$ cat config.mk
export PLATFORM = sky130hd
export DESIGN_NAME = ptc_front
export DESIGN_NICKNAME = d
export VERILOG_FILES = /design/src/rtl/ptc_pkg.sv /design/src/rtl/ptc_front.sv
export SDC_FILE = /design/constraint.sdc
export NUM_CORES = 1
export LEC_CHECK = 0
export BUFFER_PORTS_ARGS = -buffer_cell sky130_fd_sc_hd__buf_2
export CAP_MARGIN = 40
export CORE_AREA = 2 2 104 106
export DETAILED_ROUTE_END_ITERATION = 10
export DIE_AREA = 0 0 106 108
export PLACE_DENSITY = 0.53
export SLEW_MARGIN = 20
export SYNTH_ARGS = -nofsm -noshare
export SYNTH_HDL_FRONTEND = slang
export SYNTH_SLANG_ARGS = --single-unit
$ cat constraint.sdc
create_clock -name vclk -period 0.9
set_input_delay 0.045 -clock vclk [all_inputs]
set_output_delay 0.045 -clock vclk [all_outputs]
set_load 0.05 [all_outputs]
$ cat src/rtl/ptc_pkg.sv
`default_nettype none
// ----------------------------------------------------------------------------
// ptc_pkg
// Shared types, sizes and helpers of the per-host traffic counter.
// ----------------------------------------------------------------------------
package ptc_pkg;

	localparam int HOSTS       = 16;
	localparam int UNMAPPED    = 64;
	localparam int COUNT_BITS  = 48;
	localparam int QUEUE_DEPTH = 2;

	localparam int HIDX_W  = (HOSTS > 1) ? $clog2(HOSTS) : 1;
	localparam int UIDX_W  = (UNMAPPED > 1) ? $clog2(UNMAPPED) : 1;
	localparam int FILL_W  = $clog2(UNMAPPED + 1);
	localparam int QPTR_W  = (QUEUE_DEPTH > 1) ? $clog2(QUEUE_DEPTH) : 1;
	localparam int QCNT_W  = $clog2(QUEUE_DEPTH + 1);
	localparam int SUM_W   = COUNT_BITS + 1;

	localparam int S_TDATA_W = 136;
	localparam int M_TDATA_W = 144;

	localparam logic [15:0] IPV4_TYPE = 16'h0800;
	localparam logic [6:0]  HOSTS_LIM    = 7'(HOSTS);
	localparam logic [6:0]  UNMAPPED_LIM = 7'(UNMAPPED);

	typedef enum logic [1:0] {
		ACT_PACKET   = 2'd0,
		ACT_HOST_WR  = 2'd1,
		ACT_HOST_RD  = 2'd2,
		ACT_UNM_RD   = 2'd3
	} action_t;

	typedef enum logic [2:0] {
		STAT_COUNTED = 3'd0,
		STAT_IGNORED = 3'd1,
		STAT_WRITTEN = 3'd2,
		STAT_READ    = 3'd3,
		STAT_RANGE   = 3'd4
	} status_t;

	typedef enum logic [2:0] {
		K_PACKET,
		K_IGNORE,
		K_HOST_WR,
		K_HOST_RD,
		K_UNM_RD,
		K_BAD_SLOT
	} kind_t;

	typedef enum logic [2:0] {
		S_IDLE,
		S_EXEC,
		S_MATCH,
		S_TX,
		S_RX,
		S_SCAN,
		S_URD,
		S_DONE
	} state_t;

	typedef struct packed {
		kind_t       kind;
		logic [31:0] src_ip;
		logic [31:0] dst_ip;
		logic [15:0] frame_len;
		logic [5:0]  slot;
		logic [31:0] entry_address;
		logic        entry_valid;
	} item_t;

	typedef struct packed {
		logic  valid;
		item_t item;
	} queue_out_t;

	typedef struct packed {
		status_t     status;
		logic        src_found;
		logic        dst_found;
		logic [47:0] tx_bytes;
		logic [47:0] rx_bytes;
		logic [31:0] read_address;
		logic        read_valid;
		logic [6:0]  unmapped_count;
		logic        unmapped_overflow;
	} result_t;

	function automatic logic [COUNT_BITS-1:0] sat_add(input logic [COUNT_BITS-1:0] total,
		input logic [15:0] len);
		logic [SUM_W-1:0] sum;
		sum = {1'b0, total} + SUM_W'(len);
		return sum[COUNT_BITS] ? {COUNT_BITS{1'b1}} : sum[COUNT_BITS-1:0];
	endfunction

	function automatic logic [47:0] to48(input logic [COUNT_BITS-1:0] total);
		logic [63:0] wide;
		wide = 64'(total);
		return wide[47:0];
	endfunction

endpackage
`default_nettype wire

$ cat src/rtl/ptc_front.sv
`default_nettype none
// ----------------------------------------------------------------------------
// ptc_front
// Input side: unpacks each word, classifies it and pushes it into the queue.
// ----------------------------------------------------------------------------
module ptc_front (
	input  wire logic                           s_axis_tvalid,
	output logic                                s_axis_tready,
	input  wire logic [ptc_pkg::S_TDATA_W-1:0]  s_axis_tdata,
	input  wire logic [1:0]                     s_axis_tuser,
	input  wire logic                           q_full,
	output logic                                q_push,
	output ptc_pkg::item_t                      q_item
);

	logic [15:0] frame_type;
	logic [6:0]  slot_ext;
	ptc_pkg::action_t action;

	assign action     = ptc_pkg::action_t'(s_axis_tuser);
	assign frame_type = s_axis_tdata[15:0];
	assign slot_ext   = {1'b0, s_axis_tdata[101:96]};

	assign s_axis_tready = !q_full;
	assign q_push        = s_axis_tvalid && !q_full;

	always_comb begin
		q_item.src_ip        = s_axis_tdata[47:16];
		q_item.dst_ip        = s_axis_tdata[79:48];
		q_item.frame_len     = s_axis_tdata[95:80];
		q_item.slot          = s_axis_tdata[101:96];
		q_item.entry_address = s_axis_tdata[133:102];
		q_item.entry_valid   = s_axis_tdata[134];
		case (action)
			ptc_pkg::ACT_PACKET: begin
				q_item.kind = (frame_type == ptc_pkg::IPV4_TYPE) ?
					ptc_pkg::K_PACKET : ptc_pkg::K_IGNORE;
			end
			ptc_pkg::ACT_HOST_WR: begin
				q_item.kind = (slot_ext >= ptc_pkg::HOSTS_LIM) ?
					ptc_pkg::K_BAD_SLOT : ptc_pkg::K_HOST_WR;
			end
			ptc_pkg::ACT_HOST_RD: begin
				q_item.kind = (slot_ext >= ptc_pkg::HOSTS_LIM) ?
					ptc_pkg::K_BAD_SLOT : ptc_pkg::K_HOST_RD;
			end
			ptc_pkg::ACT_UNM_RD: begin
				q_item.kind = (slot_ext >= ptc_pkg::UNMAPPED_LIM) ?
					ptc_pkg::K_BAD_SLOT : ptc_pkg::K_UNM_RD;
			end
			default: begin
				q_item.kind = ptc_pkg::K_BAD_SLOT;
			end
		endcase
	end

endmodule
`default_nettype wire

==> impl_metrics.toml, run 1 <==
[outcome]
status = "finished, violations left"
violations = "setup timing"

[drt]
num_vias = 452
ant_nets = 0
drc_errors = 0
drt_iter0_markers = 21
drt-total-wl_um = 3800
routed_via_density = 2.44
dr.pass1.iters = 2
wire_per_inst_um = 20.5

[cells_and_area]
syn_to_final_growth_pct = -47.5
seq_cells = 0
n_clock_buffer = 0
drive_above_1_share_pct = 79.6
register_area_um2 = 0
final_area_um2 = 518
insertedDiodeCount = 0
nets = 191

[synth]
synth_fa_ha_area_share_pct = 0
syn_nets = 274
netlist_instances = 134
synth_most_common_cell = "buf_4"
syn_area_um2 = 987
synthXorXnorAreaFrac_pct = 0.887
synth.distinct_cells = 14
ys_warn_count = 0
ys_seq_area_share_pct = 0
muxShareOfSynthArea_pct = 0
synth_top_family_by_area = "buffers and inverters"
synth_compound_area_share_pct = 2.92
ys_top_cells_by_area = "buf_4 90%, nor4_1 1.3%, o41a_1 1.1%"
yosysTopAreaCell = "buf_4"
avgSynthCellArea_um2 = 7.37
synth.top_cell.area_share_pct = 90.5
synthSimpleGateAreaFrac_pct = 5.32
synth_commonest_cells = "119 x buf_4, 2 x nor4_1, 2 x o21ai_0"

[sta]
fmax_ghz = 0.787
hold_viol = 0
tightest_slew_ns = 0.300
final.setup.worst_slack_ns = -0.371
post-route-period-util_pct = 141
slew_headroom_pct = 79.8
min_period_ns = 1.27
rsz0062_at_grt = "true"
setup_viol = 1
finalMaxSlewViolations = 0

[global_route]
grt_max_degree = 5
grt_pass1_vias = 553
grt_pass1_wl_um = 4510
overflow = 0
track_usage_pct = 5.86
antenna_found_initial = 0

[floorplan]
fp.dieH_um = 108
design.core.area_um2 = 10200
fp-row-count = 37
ios = 264
initial_core_util_pct = 9.65
die_area_um2 = 11400
fp.dieW_um = 106

[placement]
place_area_um2 = 462
pre_cts_slack_ns = -0.493
routabilityCongestion = 0.507
portBuffers = 29

[setup_path]
worstPathArrival_ns = 1.23
crit_path_max_fanout = 1
cp_slowest_stage_delay_ns = 0.45
crit_buf_inv = 3
crit_chain = "buf_6 -> nor4b_4 -> buf_4 -> nand3_2 -> o41a_4 -> buf_8"
cpMaxStageDelayCell = "o41a_4"
end_kind = "output port"
cp.required_ns = 0.85
start_kind = "input port"
critPathTopFamily = "compound AO/OA/AOI/OAI gates"
crit_type = "in -> out"

[clocking]
postCtsSetupRepairBufs = 0

[pwr]
power.density_nw_per_um2 = 418
totalPowerFinal_w = 0.000216
p_leak_nw = 0.187
ir_worst_vdd_mv = 0.115

[hold_path]
hp-class = "in -> out"

[job]
cap_violations = 0
==> where the power goes <==
part	switching, W	leakage, nW	internal [W]
Sequential	0	0	0
Combinational	0.000122	0.187	0.0000949
Clock	0	0	0
==> cell families (layout without fill, tap and decap cells) <==
family                 count (synthesis)  in the layout
AO/OA/AOI/OAI                          4              4
XOR/XNOR                               1              1
buffers and inverters                120             35
AND/OR/NAND/NOR                        9              9
==> what timing repair did <==
item | 4_1_cts | 5_1_grt
resized for setup | 9 | 3
hold buffers | 0 | 0
pin swaps | 2 | 1
setup endpoints to repair | 2 | 2
==> placed cells by master, fill, tap and decap left out, drive strengths merged <==
| cell type | netlist | routed |
|---|---|---|
| buf | 119 | 33 |
| nand2 | 1 | 1 |
| nand3 | 1 | 1 |
| clkbuf | 0 | 1 |
| or4 | 1 | 1 |
| nor3 | 1 | 1 |
| nor4b | 1 | 1 |
| xnor2 | 1 | 1 |
| nor2 | 1 | 1 |
| o21ai | 2 | 2 |
| o31ai | 1 | 1 |
| nor4 | 2 | 2 |
| nor2b | 1 | 1 |
| o41a | 1 | 1 |
| inv | 1 | 1 |
==> final timing paths <==
kind / start / end / slack, ns / cells past startpoint
min: s_axis_tdata[57] / q_item[64] / 0.09 / 0
max: s_axis_tdata[12] / q_item[119] / -0.37 / 6
==> per-stage QoR <==
step | setup TNS (ns) | hold WS (ns) | util [%] | instances
2_1_floorplan | -0.240 | 0.191 | - | 134
3_3_place_gp | -0.488 | 0.0903 | 4.51 | 185
3_5_place_dp | -0.498 | 0.0903 | 4.51 | 185
4_1_cts | -0.407 | 0.0903 | 4.95 | 185
5_1_grt | -0.432 | 0.0901 | 5.06 | 185
6_report | -0.371 | 0.0900 | 5.06 | 185
==> routing by layer <==
metal / vias up / wire, µm / global-route usage [%]
li1: 129 / - / -
met2: 117 / 1600 / 8.76
met4: 0 / 503 / 7.24
met3: 60 / 1150 / 7.72
met5: - / 0 / 0
met1: 146 / 541 / 2.42
==> layout make-up <==
| type | instances | area, µm² |
|---|---|---|
| multi-input cells | 14 | 130 |
| inverters | 1 | 3.75 |
| repair buffers | 34 | 214 |
| fillers | 1202 | 9710 |
| well taps | 136 | 170 |
Power figures use the tool's default switching activity.
==> inputs of run 2 (changes only) <==
--- a/config.mk
+++ b/config.mk
@@ -10,7 +10,9 @@
 export CORE_AREA = 2 2 104 106
 export DETAILED_ROUTE_END_ITERATION = 10
 export DIE_AREA = 0 0 106 108
+export MAX_ROUTING_LAYER = met4
 export PLACE_DENSITY = 0.53
+export SETUP_SLACK_MARGIN = 0.2
 export SLEW_MARGIN = 20
 export SYNTH_ARGS = -nofsm -noshare
 export SYNTH_HDL_FRONTEND = slang
==> run 2 against run 1 <==
The run still ends with setup timing left; die area unchanged; final area up 19%; first-iteration DRC count down 62%; routed wire length down 1.1%; maximum frequency down 3.8%; clock-buffer cell count unchanged; final cell count up 0.54%; worst setup slack worse by 0.050 ns; power up 23%; sequential share of layout area unchanged; global-route usage up 0.067 points; largest cell class unchanged.
==> impl_metrics.toml, run 2 (synthesized netlist as in run 1, its figures left out) <==
[cells_and_area]
drive_above_1_share_pct = 88.0
register_area_um2 = 0
multi_input_area_um2 = 168
mostFrequentLayoutCell = "buf_2"
syn_to_final_growth_pct = -37.4
insertedDiodeCount = 0
final_cells = 186
fill_cells = 1196
final_cell_mix = "19 x buf_2, 11 x buf_6, 3 x buf_4"
nets = 192
n_clock_buffer = 0
seq_cells = 0

[sta]
setup_tns_ns = -0.421
final.setup.worst_slack_ns = -0.421
post-route-period-util_pct = 147
finalMaxSlewViolations = 0
slew_headroom_pct = 80.2
rsz0062_at_grt = "true"
min_period_ns = 1.32
tightest_slew_ns = 0.294
hold_viol = 0
setup_viol = 1
fmax_ghz = 0.757

[drt]
drc_errors = 0
drt-total-wl_um = 3750
ant_nets = 0
routed_via_density = 2.57
wire_per_inst_um = 20.2
num_vias = 478
dr.pass1.iters = 2
drt_iter0_markers = 8

[pwr]
p_leak_nw = 0.223
ir_worst_vdd_mv = 0.178
power.density_nw_per_um2 = 431

[floorplan]
die_area_um2 = 11400
fp-row-count = 37
fp.dieW_um = 106
design.core.area_um2 = 10200
initial_core_util_pct = 9.65
ios = 264
fp.dieH_um = 108

[hold_path]
hold_path_startpoint = "s_axis_tdata[28]"
hp-class = "in -> out"
hold_depth = 0
hold_path_end = "q_item[99]"

[setup_path]
cp_slowest_stage_delay_ns = 0.53
cp.required_ns = 0.85
worstPathArrival_ns = 1.28
crit_chain = "buf_6 -> or4_4 -> o41a_4 -> buf_12"
start_kind = "input port"
cp-startpoint = "s_axis_tdata[4]"
crit_path_max_fanout = 1
end_kind = "output port"
crit_type = "in -> out"
cpMaxStageDelayCell = "or4_4"

[clocking]
cts_hold_buf = 0

[global_route]
antenna_found_initial = 0
grt_max_degree = 5
overflow = 0
grt_pass1_vias = 548
grt_pass1_wl_um = 4410
track_usage_pct = 5.92

[placement]
portBuffers = 29
dpl.hpwl_um = 3320
pre_cts_slack_ns = -0.492
dp_cells = 185
routabilityCongestion = 0.529

[job]
cap_violations = 0

[outcome]
status = "finished, violations left"
violations = "setup timing"
[run 2: changes by cell type in the layout (fill, tap and decap cells not counted), sizes merged]
cell,previous run,this run
buf,33,35
clkbuf,1,0
[run 2: what timing repair did]
action	in CTS	in global routing
setup buffers	1	0
pin swaps	6	3
resized for setup	24	3
endpoints found under the setup margin	3	3
endpoints found under the hold margin	0	0
cloned	0	0
[run 2: critical path: cells and delay by family]
| kind | cells | cell delay, ns |
|---|---|---|
| compound gates | 1 | 0.45 |
| buf+inv | 2 | 0.25 |
| simple gates | 1 | 0.53 |
[run 2: where the power goes]
group / switching, W / leakage, nW / total (W) / internal (W)
Clock: 0 / 0 / 0 / 0
Combinational: 0.000138 / 0.223 / 0.000266 / 0.000128
Sequential: 0 / 0 / 0 / 0
Total: 0.000138 / 0.223 / 0.000266 / 0.000128
[run 2: layout make-up]
class / count / area share (%)
inverters: 1 / 0.607
well taps: 136 / 27.5
multi-input cells: 14 / 27.1
repair buffers: 35 / 44.7
[run 2: worst max path at each step]
stage / to / slack, ns
after global placement: q_item[119] / -0.48
after floorplan: q_item[119] / -0.23
final: q_item[119] / -0.42
after detailed placement: q_item[119] / -0.49
after global routing: q_item[119] / -0.44
after CTS: q_item[119] / -0.41
[run 2: through the flow]
step	hold WS, ns	cell area (µm²)	power, W	util, %
3_5_place_dp	0.0903	468	0.000193	4.57
4_1_cts	0.0903	599	0.000259	5.86
3_3_place_gp	0.0903	468	0.000189	4.57
5_1_grt	0.0901	618	0.000282	6.04
6_report	0.0900	618	0.000266	6.04
2_1_floorplan	0.185	1010	0.00150	-
[run 2: per-layer routing]
metal,share of wire [%],routed length [µm],global-route usage [%]
met1,17,634,2.85
met2,37,1380,7.70
met3,32,1210,7.66
met4,14,533,7.61
met5,0,0,-
