===== src/rtl/ptc_pkg.sv =====
`default_nettype none
// ----------------------------------------------------------------------------
// ptc_pkg
// Shared types, sizes and helpers of the per-host traffic counter.
// ----------------------------------------------------------------------------
package ptc_pkg;

	localparam int HOSTS       = 16;
	localparam int UNMAPPED    = 64;
	localparam int COUNT_BITS  = 48;
	localparam int QUEUE_DEPTH = 2;

	localparam int HIDX_W  = (HOSTS > 1) ? $clog2(HOSTS) : 1;
	localparam int UIDX_W  = (UNMAPPED > 1) ? $clog2(UNMAPPED) : 1;
	localparam int FILL_W  = $clog2(UNMAPPED + 1);
	localparam int QPTR_W  = (QUEUE_DEPTH > 1) ? $clog2(QUEUE_DEPTH) : 1;
	localparam int QCNT_W  = $clog2(QUEUE_DEPTH + 1);
	localparam int SUM_W   = COUNT_BITS + 1;

	localparam int S_TDATA_W = 136;
	localparam int M_TDATA_W = 144;

	localparam logic [15:0] IPV4_TYPE = 16'h0800;
	localparam logic [6:0]  HOSTS_LIM    = 7'(HOSTS);
	localparam logic [6:0]  UNMAPPED_LIM = 7'(UNMAPPED);

	typedef enum logic [1:0] {
		ACT_PACKET   = 2'd0,
		ACT_HOST_WR  = 2'd1,
		ACT_HOST_RD  = 2'd2,
		ACT_UNM_RD   = 2'd3
	} action_t;

	typedef enum logic [2:0] {
		STAT_COUNTED = 3'd0,
		STAT_IGNORED = 3'd1,
		STAT_WRITTEN = 3'd2,
		STAT_READ    = 3'd3,
		STAT_RANGE   = 3'd4
	} status_t;

	typedef enum logic [2:0] {
		K_PACKET,
		K_IGNORE,
		K_HOST_WR,
		K_HOST_RD,
		K_UNM_RD,
		K_BAD_SLOT
	} kind_t;

	typedef enum logic [2:0] {
		S_IDLE,
		S_EXEC,
		S_MATCH,
		S_TX,
		S_RX,
		S_SCAN,
		S_URD,
		S_DONE
	} state_t;

	typedef struct packed {
		kind_t       kind;
		logic [31:0] src_ip;
		logic [31:0] dst_ip;
		logic [15:0] frame_len;
		logic [5:0]  slot;
		logic [31:0] entry_address;
		logic        entry_valid;
	} item_t;

	typedef struct packed {
		logic  valid;
		item_t item;
	} queue_out_t;

	typedef struct packed {
		status_t     status;
		logic        src_found;
		logic        dst_found;
		logic [47:0] tx_bytes;
		logic [47:0] rx_bytes;
		logic [31:0] read_address;
		logic        read_valid;
		logic [6:0]  unmapped_count;
		logic        unmapped_overflow;
	} result_t;

	function automatic logic [COUNT_BITS-1:0] sat_add(input logic [COUNT_BITS-1:0] total,
		input logic [15:0] len);
		logic [SUM_W-1:0] sum;
		sum = {1'b0, total} + SUM_W'(len);
		return sum[COUNT_BITS] ? {COUNT_BITS{1'b1}} : sum[COUNT_BITS-1:0];
	endfunction

	function automatic logic [47:0] to48(input logic [COUNT_BITS-1:0] total);
		logic [63:0] wide;
		wide = 64'(total);
		return wide[47:0];
	endfunction

endpackage
`default_nettype wire


===== src/rtl/ptc_fifo.sv =====
`default_nettype none
// ----------------------------------------------------------------------------
// ptc_fifo
// Short queue of classified items between the front and the back end.
// ----------------------------------------------------------------------------
module ptc_fifo (
	input  wire logic            clk,
	input  wire logic            arst_n,
	input  wire logic            push,
	input  wire ptc_pkg::item_t  push_item,
	output logic                 full,
	input  wire logic            pop,
	output ptc_pkg::queue_out_t  head
);

	ptc_pkg::item_t entry_q [ptc_pkg::QUEUE_DEPTH];
	logic [ptc_pkg::QPTR_W-1:0] wr_ptr_q;
	logic [ptc_pkg::QPTR_W-1:0] rd_ptr_q;
	logic [ptc_pkg::QCNT_W-1:0] count_q;
	logic do_push;
	logic do_pop;

	assign full       = (count_q == ptc_pkg::QCNT_W'(ptc_pkg::QUEUE_DEPTH));
	assign do_push    = push && !full;
	assign do_pop     = pop && (count_q != '0);
	assign head.valid = (count_q != '0);
	assign head.item  = entry_q[rd_ptr_q];

	always_ff @(posedge clk or negedge arst_n) begin
		if (!arst_n) begin
			wr_ptr_q <= '0;
			rd_ptr_q <= '0;
			count_q  <= '0;
		end else begin
			if (do_push) begin
				wr_ptr_q <= (wr_ptr_q == ptc_pkg::QPTR_W'(ptc_pkg::QUEUE_DEPTH - 1)) ?
					'0 : wr_ptr_q + 1'b1;
			end
			if (do_pop) begin
				rd_ptr_q <= (rd_ptr_q == ptc_pkg::QPTR_W'(ptc_pkg::QUEUE_DEPTH - 1)) ?
					'0 : rd_ptr_q + 1'b1;
			end
			if (do_push && !do_pop) begin
				count_q <= count_q + 1'b1;
			end else if (do_pop && !do_push) begin
				count_q <= count_q - 1'b1;
			end
		end
	end

	always_ff @(posedge clk) begin
		if (do_push) begin
			entry_q[wr_ptr_q] <= push_item;
		end
	end

endmodule
`default_nettype wire


===== config.mk =====
export PLATFORM = sky130hd
export DESIGN_NAME = ptc_fifo
export DESIGN_NICKNAME = d
export VERILOG_FILES = /design/src/rtl/ptc_pkg.sv /design/src/rtl/ptc_fifo.sv
export SDC_FILE = /design/constraint.sdc
export NUM_CORES = 1
export LEC_CHECK = 0
export BUFFER_PORTS_ARGS = -buffer_cell sky130_fd_sc_hd__buf_4
export CAP_MARGIN = 10
export CORE_AREA = 2 2 144 146
export DETAILED_ROUTE_END_ITERATION = 7
export DIE_AREA = 0 0 146 148
export PLACE_DENSITY = 0.75
export SLEW_MARGIN = 20
export SYNTH_ARGS = -nofsm -noshare
export SYNTH_HDL_FRONTEND = slang
export SYNTH_SLANG_ARGS = --single-unit

===== constraint.sdc =====
create_clock -name clk -period 5.75 [get_ports clk]
set_input_delay 0.8625 -clock clk [delete_from_list [all_inputs] [get_ports clk]]
set_output_delay 0.8625 -clock clk [all_outputs]
set_load 0.02 [all_outputs]

==> impl_metrics.tcl, run 1 <==
set metrics [dict create \
    status "completed" \
    endpoint_kind "output port" \
    synth_top_cell_by_area "edfxtp_1" \
    synth_seq_cells 248 \
    setup_viol_count_final 0 \
    core_um2 20000 \
    numCtsBuffers 25 \
    grt_pass1_vias 4984 \
    synth-edff-count 244 \
    cts_tree "done" \
    async_flop_share_pct 1.61 \
    drtIter0Drc 256 \
    peakVddDrop_mv 0.366 \
    synth_area_leaders "edfxtp_1, mux2_4, mux2_2" \
    hold_viol_final 0 \
    switching_share_pct 30.9 \
    area_delta_synth_final_pct 31.0 \
    drc 0 \
    p_leak_nw 4.73 \
    postSynthAreaPerCell_um2 23.3 \
    maxSlewHeadroom_pct 34.7 \
    fin_crit_sh_pct 60.7 \
    track_usage_pct 15.9 \
    max_freq_mhz 286 \
    finalWeightedCongestion 0.770 \
    cts_hold_buf 0 \
    nNetsFinal 792 \
    crit_fanout 67 \
    cts.path.max_buffers 3 \
    clk_pin_slew_ps 60 \
    place_inst 908 \
    ios 250 \
    first_pass_iters 4 \
    cts_resized 0 \
    post-route-min-period_ps 3490 \
    core.rowCount 52 \
    grt_pass1_wl_mm 27.0 \
    worst_pin_slew_ps 980 \
    grt_max_degree 70 \
    rr_worst_depth 3 \
    wl_per_cell_um 18.7 \
    slowest_stage "dfrtp_4" \
    crit_family "flip-flops" \
    drv_slew 0 \
    skew_ps 7.69 \
    fin_ws_ps 2260 \
    portBuffers 249 \
    p_switching_w 0.00200 \
    initial_core_util_pct 46.4 \
    postSynthCellCount 399 \
    antenna_found_initial 0 \
    path_class "reg -> out" \
    postCtsSetupBuffers 0 \
    hold_class "in -> async" \
    rsz0062_at_grt "no" \
    htree_levels 1 \
    synth_top_area_share_pct 78.9 \
    vias 4689 \
    slowest_delay_ps 990 \
    syn-num-nets 526 \
    final_layout_size_suffix_gt1_share_pct 60.2 \
    p_comb_share_pct 35.7 \
    tns_ps 0 \
    pre_cts_ws_ps 2740 \
    die_area_um2 21600 \
    yosys_warnings 0 \
    seqPwrFrac_pct 41.3 \
    r2r_start "count_q[0]$_DFFE_PN0P_" \
    final_cells 949 \
    maxCapViolations 0 \
    via_per_inst 4.94 \
    dp_hpwl_mm 11.9 \
    synth_cell_type_count 16 \
    path_cells "buf_12 -> mux2_2 -> buf_4" \
    power.density_nw_per_um2 532 \
    synth_most_common_cell "edfxtp_1" \
    diodes 0 \
    synth_top_flop_cell "edfxtp_1" \
    critical_path_buf_inv_count 2 \
    synth_top_cells_by_count "edfxtp_1, mux2_4, mux2_2" \
    cp.depth 3 \
    critPathRequiredTime_ps 4890 \
    arrival_ps 2630 \
    die_w_um 146 \
    wirelength_mm 17.8 \
    synth_area_um2 9290 \
    grt_overflow 0 \
    die_h_um 148 \
    start_kind "flop" \
    internal-power_w 0.00448 \
    cts.sinks 248 \
    clkPwrFrac_pct 23.0 \
    clock_latency_ps 500 \
    antenna_left 0 \
    critPathLaunch "rd_ptr_q$_DFFE_PN0P_" \
    yosysSeqAreaShare_pct 79.9 \
    cts_root_buf "clkbuf_16" \
]
worst register-to-register path, cell delays in order (launching register included):
cell,delay [ps]
dfrtp_1,410
nand2b_1,200
and3_4,800
buf_4,820
registers in the layout, summed over array words and instances, names as in the netlist:
name and cells:
count_q 2, rd_ptr_q 1, entry_q 244, wr_ptr_q 1
cells by family after synthesis:
logic type	synth area share (%)
flip-flops	79.9
adder cells (fa/ha/maj)	0.135
multiplexers	17.6
XOR/XNOR	0.471
buffers and inverters	1.48
AND/OR/NAND/NOR	0.364
worst paths after layout:
kind,to,slack [ps]
worst max register to register,entry_q[1][107]$_DFFE_PP_,3100
worst min-delay path,count_q[1]$_DFFE_PN0P_,140
worst min register to register,count_q[1]$_DFFE_PN0P_,490
worst max-delay path,head[17],2260
max in group asynchronous,rd_ptr_q$_DFFE_PN0P_,5490
min in group clk,count_q[1]$_DFFE_PN0P_,490
final cells by class:
type	instances	area (um2)
Fill cell	1468	7860
Sequential cell	248	7430
Timing Repair Buffer	253	1910
Multi-Input combinational cell	135	1740
Clock buffer	31	648
Tap cell	270	338
Clock inverter	10	100
Inverter	2	7.51
through the flow:
step	power, W	instance area, um2	utilization (%)	hold slack [ps]
floorplan	0.00423	9290	-	456
detailed placement	0.00505	11400	57.0	482
finish	0.00648	12200	60.8	144
global placement	0.00499	11400	57.0	471
global route	0.00675	12200	60.8	119
CTS	0.00656	12200	60.8	122
power groups by stage:
stage	Combinational (W)	Clock [W]	Sequential (W)
after detailed placement	0.00233	0	0.00272
after CTS	0.00234	0.00153	0.00268
after global placement	0.00231	0	0.00268
after global routing	0.00243	0.00160	0.00272
final	0.00231	0.00149	0.00267
after floorplan	0.00160	0	0.00262
cells in the final DEF, fill, tap and decap left out, drive strengths merged, types with 2 or more instances in the layout:
master and instances:
buf 253, clkbuf 31, nor2 2, bufinv 2, xnor2 3, nand2 2, clkinv 7, xor2 2
edfxtp 244, inv 2, dfrtp 4, mux2 122
metal layers:
metal  wire (um)  GRT usage (%)
met4         504           5.15
met1        7170           20.9
met2        8640           26.0
met5           0              0
met3        1450           4.32
(Power assumes the default switching activity.)
==> run 2: changes to the inputs <==
- ABC_AREA: default -> 1
- CORE_AREA: 2 2 144 146 -> 2 2 139 141
- DIE_AREA: 0 0 146 148 -> 0 0 141 143
- clock period: 5.75 -> 3.5 ns (I/O delays scaled with it)
==> run 2 against run 1 <==
- sequential share of layout area is 0.99 points higher
- flip-flop and latch count stayed put
- wire length is 6.4% higher
- clock skew up 6.4 ps
- register-to-register slack worse by 1800 ps
- largest power group unchanged
- highest routed layer unchanged
==> impl_metrics.tcl, run 2 <==
set metrics [dict create \
    critPathRequiredTime_ps 2970 \
    die_w_um 141 \
    peakVddDrop_mv 0.529 \
    grt_pass1_wl_mm 28.5 \
    critPathLaunch "rd_ptr_q$_DFFE_PN0P_" \
    skew_ps 14.1 \
    slowest_delay_ps 500 \
    fin_ws_ps 835 \
    path_class "reg -> out" \
    setup_viol_count_final 0 \
    syn-num-nets 796 \
    numCtsBuffers 25 \
    fillers 1365 \
    hold_viol_final 0 \
    postSynthAreaPerCell_um2 13.7 \
    place_inst 1134 \
    worstSetupEndpoint "head[19]" \
    synth_most_common_cell "nand2_1" \
    synth_top_area_share_pct 80.2 \
    wl_per_cell_um 16.0 \
    endpoint_kind "output port" \
    internal-power_w 0.00687 \
    arrival_ps 2140 \
    critical_path_buf_inv_count 3 \
    synth_top_cells_by_count "nand2_1, edfxtp_1, buf_2" \
    rsz0062_at_grt "no" \
    die_area_um2 20200 \
    final_cells 1179 \
    synth_seq_cells 248 \
    synth_area_um2 9140 \
    core.rowCount 50 \
    maxSlewHeadroom_pct 46.7 \
    reg2reg_slack_ps 1260 \
    synth_top_flop_cell "edfxtp_1" \
    initial_core_util_pct 49.2 \
    drv_slew 0 \
    core_um2 18600 \
    clk_pin_slew_ps 60 \
    worst_pin_slew_ps 798 \
    postCtsSetupBuffers 0 \
    clkPwrFrac_pct 22.5 \
    synth_top_cell_by_area "edfxtp_1" \
    yosys_warnings 0 \
    antenna_found_initial 0 \
    largest_register_ffs 244 \
    cts_resized 0 \
    slowest_stage "dfrtp_4" \
    grt_overflow 0 \
    r2r_end "entry_q[0][37]$_DFFE_PP_" \
    seqPwrFrac_pct 39.2 \
    final_layout_size_suffix_gt1_share_pct 31.0 \
    hold_class "in -> reg" \
    path_cells "inv_4 -> buf_4 -> nand2_1 -> nand2_1 -> buf_4" \
    regMostFlops "entry_q" \
    power.density_nw_per_um2 895 \
    maxCapViolations 0 \
    cts_tree "done" \
    tns_ps 0 \
    r2r_start "count_q[0]$_DFFE_PN0P_" \
    start_kind "flop" \
    yosysSeqAreaShare_pct 81.3 \
    portBuffers 249 \
    switching_share_pct 35.9 \
    rr_worst_depth 5 \
    final_cell_mix "nand2_1, buf_4, edfxtp_1, clkbuf_16, clkinv_1" \
    layout_commonest_cell "nand2_1" \
    cts_root_buf "clkbuf_16" \
    die_h_um 143 \
    cp.depth 5 \
    drc 0 \
    synth-edff-count 244 \
    post-route-min-period_ps 2670 \
    synth_area_leaders "edfxtp_1, nand2_1, dfrtp_1" \
    crit_fanout 45 \
    top_regs "entry_q: 244 flops, count_q: 2 flops" \
    cts.path.max_buffers 3 \
    synth_cell_type_count 14 \
    htree_levels 1 \
    max_freq_mhz 375 \
    dp_hpwl_mm 12.2 \
    ios 250 \
    postSynthCellCount 669 \
    vias 5728 \
    clock_latency_ps 510 \
    status "completed" \
    p_leak_nw 5.11 \
    grt_pass1_vias 5619 \
    area_delta_synth_final_pct 31.1 \
    pre_cts_ws_ps 1200 \
    finalWeightedCongestion 0.823 \
    fin_crit_sh_pct 76.2 \
    async_flop_share_pct 1.61 \
    track_usage_pct 18.1 \
    p_comb_share_pct 38.4 \
    cts.sinks 248 \
    nNetsFinal 1055 \
    p_switching_w 0.00385 \
    wirelength_mm 18.9 \
    diodes 0 \
    grt_max_degree 124 \
    drtIter0Drc 320 \
    first_pass_iters 4 \
    crit_family "buffers and inverters" \
    antenna_left 0 \
    via_per_inst 4.86 \
]
-- run 2: logic make-up after synthesis --
logic type,Yosys count,synth area share [%]
compound gates,1,0.0547
xor+xnor,1,0.0959
flops,248,81.3
buf+inv,35,2.63
fa+ha+maj,1,0.137
simple gates,383,15.8
-- run 2: final cells by class --
type                            count  area (um2)  share of cell area [%]
Sequential cell                   248        7430                    62.0
Timing Repair Buffer              259        2010                    16.8
Multi-Input combinational cell    386        1480                    12.3
Clock buffer                       31         648                    5.41
Tap cell                          234         293                    2.44
Clock inverter                     13        87.6                   0.731
Inverter                            8        36.3                   0.303
-- run 2: worst min-delay path by stage --
stage | from | to | cells after the start
2_1_floorplan | arst_n | count_q[0]$_DFFE_PN0P_ | 0
3_3_place_gp | arst_n | count_q[0]$_DFFE_PN0P_ | 1
3_5_place_dp | arst_n | count_q[0]$_DFFE_PN0P_ | 1
4_1_cts | push_item[96] | entry_q[1][96]$_DFFE_PP_ | 1
5_1_grt | push_item[97] | entry_q[0][97]$_DFFE_PP_ | 1
6_report | push_item[97] | entry_q[1][97]$_DFFE_PP_ | 1
-- run 2: power by group through the flow --
stage                     Clock (W)  Sequential [W]  Combinational [W]
after floorplan                   0         0.00426            0.00246
after global placement            0         0.00423            0.00414
after detailed placement          0         0.00426            0.00417
after CTS                   0.00246         0.00420            0.00419
after global routing        0.00257         0.00425            0.00446
final                       0.00241         0.00420            0.00411
-- run 2: routing by layer --
metal  up-vias  share of wire [%]  track usage [%]  wire (um)
li1       2771                  -                -          -
met1      2706                 38             21.4       7170
met2       196                 51             31.6       9670
met3        55                6.3             4.29       1200
met4         0                4.5             8.68        858
met5         -                  0                0          0
-- run 2: timing repair --
item | CTS | global route
endpoints found under the setup margin | 0 | 0
hold endpoints to repair | 4 | 0
hold buffers | 1 | 0
-- run 2: stage by stage --
step | util, % | power, W | hold slack, ps | area [um2]
2_1_floorplan | - | 0.00672 | 229 | 9150
3_3_place_gp | 60.5 | 0.00837 | 327 | 11200
3_5_place_dp | 60.5 | 0.00843 | 326 | 11200
4_1_cts | 64.5 | 0.0108 | 165 | 12000
5_1_grt | 64.5 | 0.0113 | 162 | 12000
6_report | 64.5 | 0.0107 | 187 | 12000
-- run 2: worst register-to-register path, delay by kind of cell, from the launching register on --
kind,cells,cell delay [ps]
flops,1,430
buf+inv,2,1120
simple gates,3,370
==> run 3: changes to the inputs <==
- ABC_AREA: 1 -> 0
- CORE_AREA: 2 2 139 141 -> 2 2 144 146
- DIE_AREA: 0 0 141 143 -> 0 0 146 148
- clock period: 3.5 -> 2.3 ns (I/O delays scaled with it)
==> run 3 against run 2 <==
- setup slack worse by 720 ps
- highest routed layer unchanged
- sequential power rose by 54%
- die area rose by 7.2%
- sequential share of layout area fell by 1.6 points
- clock-buffer cell count up 1
- first-iteration DRC count fell by 32%
- total power grew 51%
- largest cell class unchanged
- critical endpoint is now head[17]
- critical path depth down 2
==> impl_metrics.tcl, run 3 (synthesis results as in run 1) <==
set metrics [dict create \
    status "completed" \
    via_per_inst 4.84 \
    peakVddDrop_mv 0.726 \
    switching_share_pct 31.0 \
    dp_hpwl_mm 12.3 \
    rsz0062_at_grt "no" \
    p_switching_w 0.00503 \
    worst_pin_slew_ps 586 \
    hold_viol_final 0 \
    reg2reg_slack_ps 600 \
    portBuffers 249 \
    start_kind "flop" \
    ios 250 \
    cts_resized 0 \
    endpoint_kind "output port" \
    die_h_um 148 \
    core_um2 20000 \
    max_freq_mhz 457 \
    final_layout_size_suffix_gt1_share_pct 59.9 \
    grt_pass1_wl_mm 26.7 \
    seqPwrFrac_pct 39.8 \
    cts.path.max_buffers 3 \
    setup_viol_count_final 0 \
    grt_overflow 0 \
    path_class "reg -> out" \
    cts_tree "done" \
    postCtsSetupBuffers 0 \
    vias 4642 \
    crit_fanout 50 \
    p_leak_nw 4.78 \
    holdPathEnd "entry_q[0][103]$_DFFE_PP_" \
    dpl_cell_area_um2 11500 \
    regMostFlops "entry_q" \
    drv_slew 0 \
    r2r_start "count_q[0]$_DFFE_PN0P_" \
    maxCapViolations 0 \
    cts.sinks 248 \
    wl_per_cell_um 18.8 \
    die_area_um2 21600 \
    initial_core_util_pct 46.4 \
    clk_pin_slew_ps 60 \
    area_delta_synth_final_pct 32.3 \
    hold_class "in -> reg" \
    cts_hold_buf 1 \
    finalWeightedCongestion 0.755 \
    p_comb_share_pct 37.9 \
    layout_commonest_cell "buf_4" \
    core.rowCount 52 \
    critPathRequiredTime_ps 1960 \
    clkPwrFrac_pct 22.3 \
    critPathLaunch "rd_ptr_q$_DFFE_PN0P_" \
    fin_util_pct 61.4 \
    maxSlewHeadroom_pct 60.9 \
    track_usage_pct 15.8 \
    hold_depth 1 \
    final_cell_mix "buf_4, edfxtp_1, mux2_4, mux2_2, clkbuf_16" \
    clock_latency_ps 500 \
    numCtsBuffers 25 \
    drc 0 \
    grt_max_degree 105 \
    power.density_nw_per_um2 1320 \
    grt_pass1_vias 4993 \
    rr_worst_depth 3 \
    diodes 0 \
    r2r_end "entry_q[1][12]$_DFFE_PP_" \
    antenna_left 0 \
    first_pass_iters 4 \
    nNetsFinal 799 \
    wirelength_mm 18.0 \
    antenna_found_initial 0 \
    internal-power_w 0.0112 \
    htree_levels 1 \
    skew_ps 4.67 \
    fin_crit_sh_pct 95.2 \
    arrival_ps 1850 \
    hold_path.startpoint "push_item[103]" \
    cts_root_buf "clkbuf_16" \
    largest_register_ffs 244 \
    drtIter0Drc 218 \
    post-route-min-period_ps 2190 \
    top_regs "entry_q: 244 flops, count_q: 2 flops" \
    design_area_um2 12300 \
    die_w_um 146 \
    total_power_w 0.0162 \
]
[run 3: changes by cell type in the layout (fill, tap and decap cells not counted), moves of 4 or more]
cell and delta:
inv_1 -4, mux2_4 +70, nand2_1 -376, mux2_2 +52
[run 3: critical path: stages, from the launching register on]
cell and delay, ps:
dfrtp_4 470, buf_12 280, mux2_2 390, buf_4 160
[run 3: power by group through the flow]
stage | logic, W | registers (W) | clock network (W)
after floorplan | 0.00403 | 0.00649 | 0
after global placement | 0.00615 | 0.00648 | 0
after detailed placement | 0.00624 | 0.00656 | 0
after CTS | 0.00626 | 0.00647 | 0.00372
after global routing | 0.00647 | 0.00654 | 0.00391
final | 0.00616 | 0.00646 | 0.00362
[run 3: worst max path at each step]
stage / endpoint / slack (ps) / depth (start not counted)
2_1_floorplan: entry_q[0][0]$_DFFE_PP_ / -520 / 3
3_3_place_gp: head[97] / 640 / 3
3_5_place_dp: entry_q[1][92]$_DFFE_PP_ / 580 / 3
4_1_cts: head[17] / 80 / 3
5_1_grt: head[99] / 30 / 3
6_report: head[17] / 110 / 3
[run 3: layer usage]
layer  global-route usage (%)  wire length, um  up-vias
li1                         -                -     2126
met1                     18.3             6920     2258
met2                     28.4             9160      216
met3                     4.48             1450       42
met4                     5.49              499        0
met5                        0                0        -
[run 3: area by class of cell]
cell class	count	area, um2
repair buffers	260	2030
flip-flops and latches	248	7430
multi-input cells	135	1750
well taps	270	338
clock inverters	12	77.6
inverters	2	7.51
fillers	1441	7740
clock buffers	32	652
[run 3: per-stage QoR]
step / instances / hold WS [ps] / TNS, ps / worst slack, ps
after floorplan: 399 / 49.4 / -90630 / -523
after global placement: 912 / 146 / 0 / 639
after detailed placement: 912 / 148 / 0 / 580
after CTS: 957 / 7.36 / 0 / 77.1
after global routing: 959 / 0.0745 / 0 / 28.2
final: 959 / 29.0 / 0 / 110
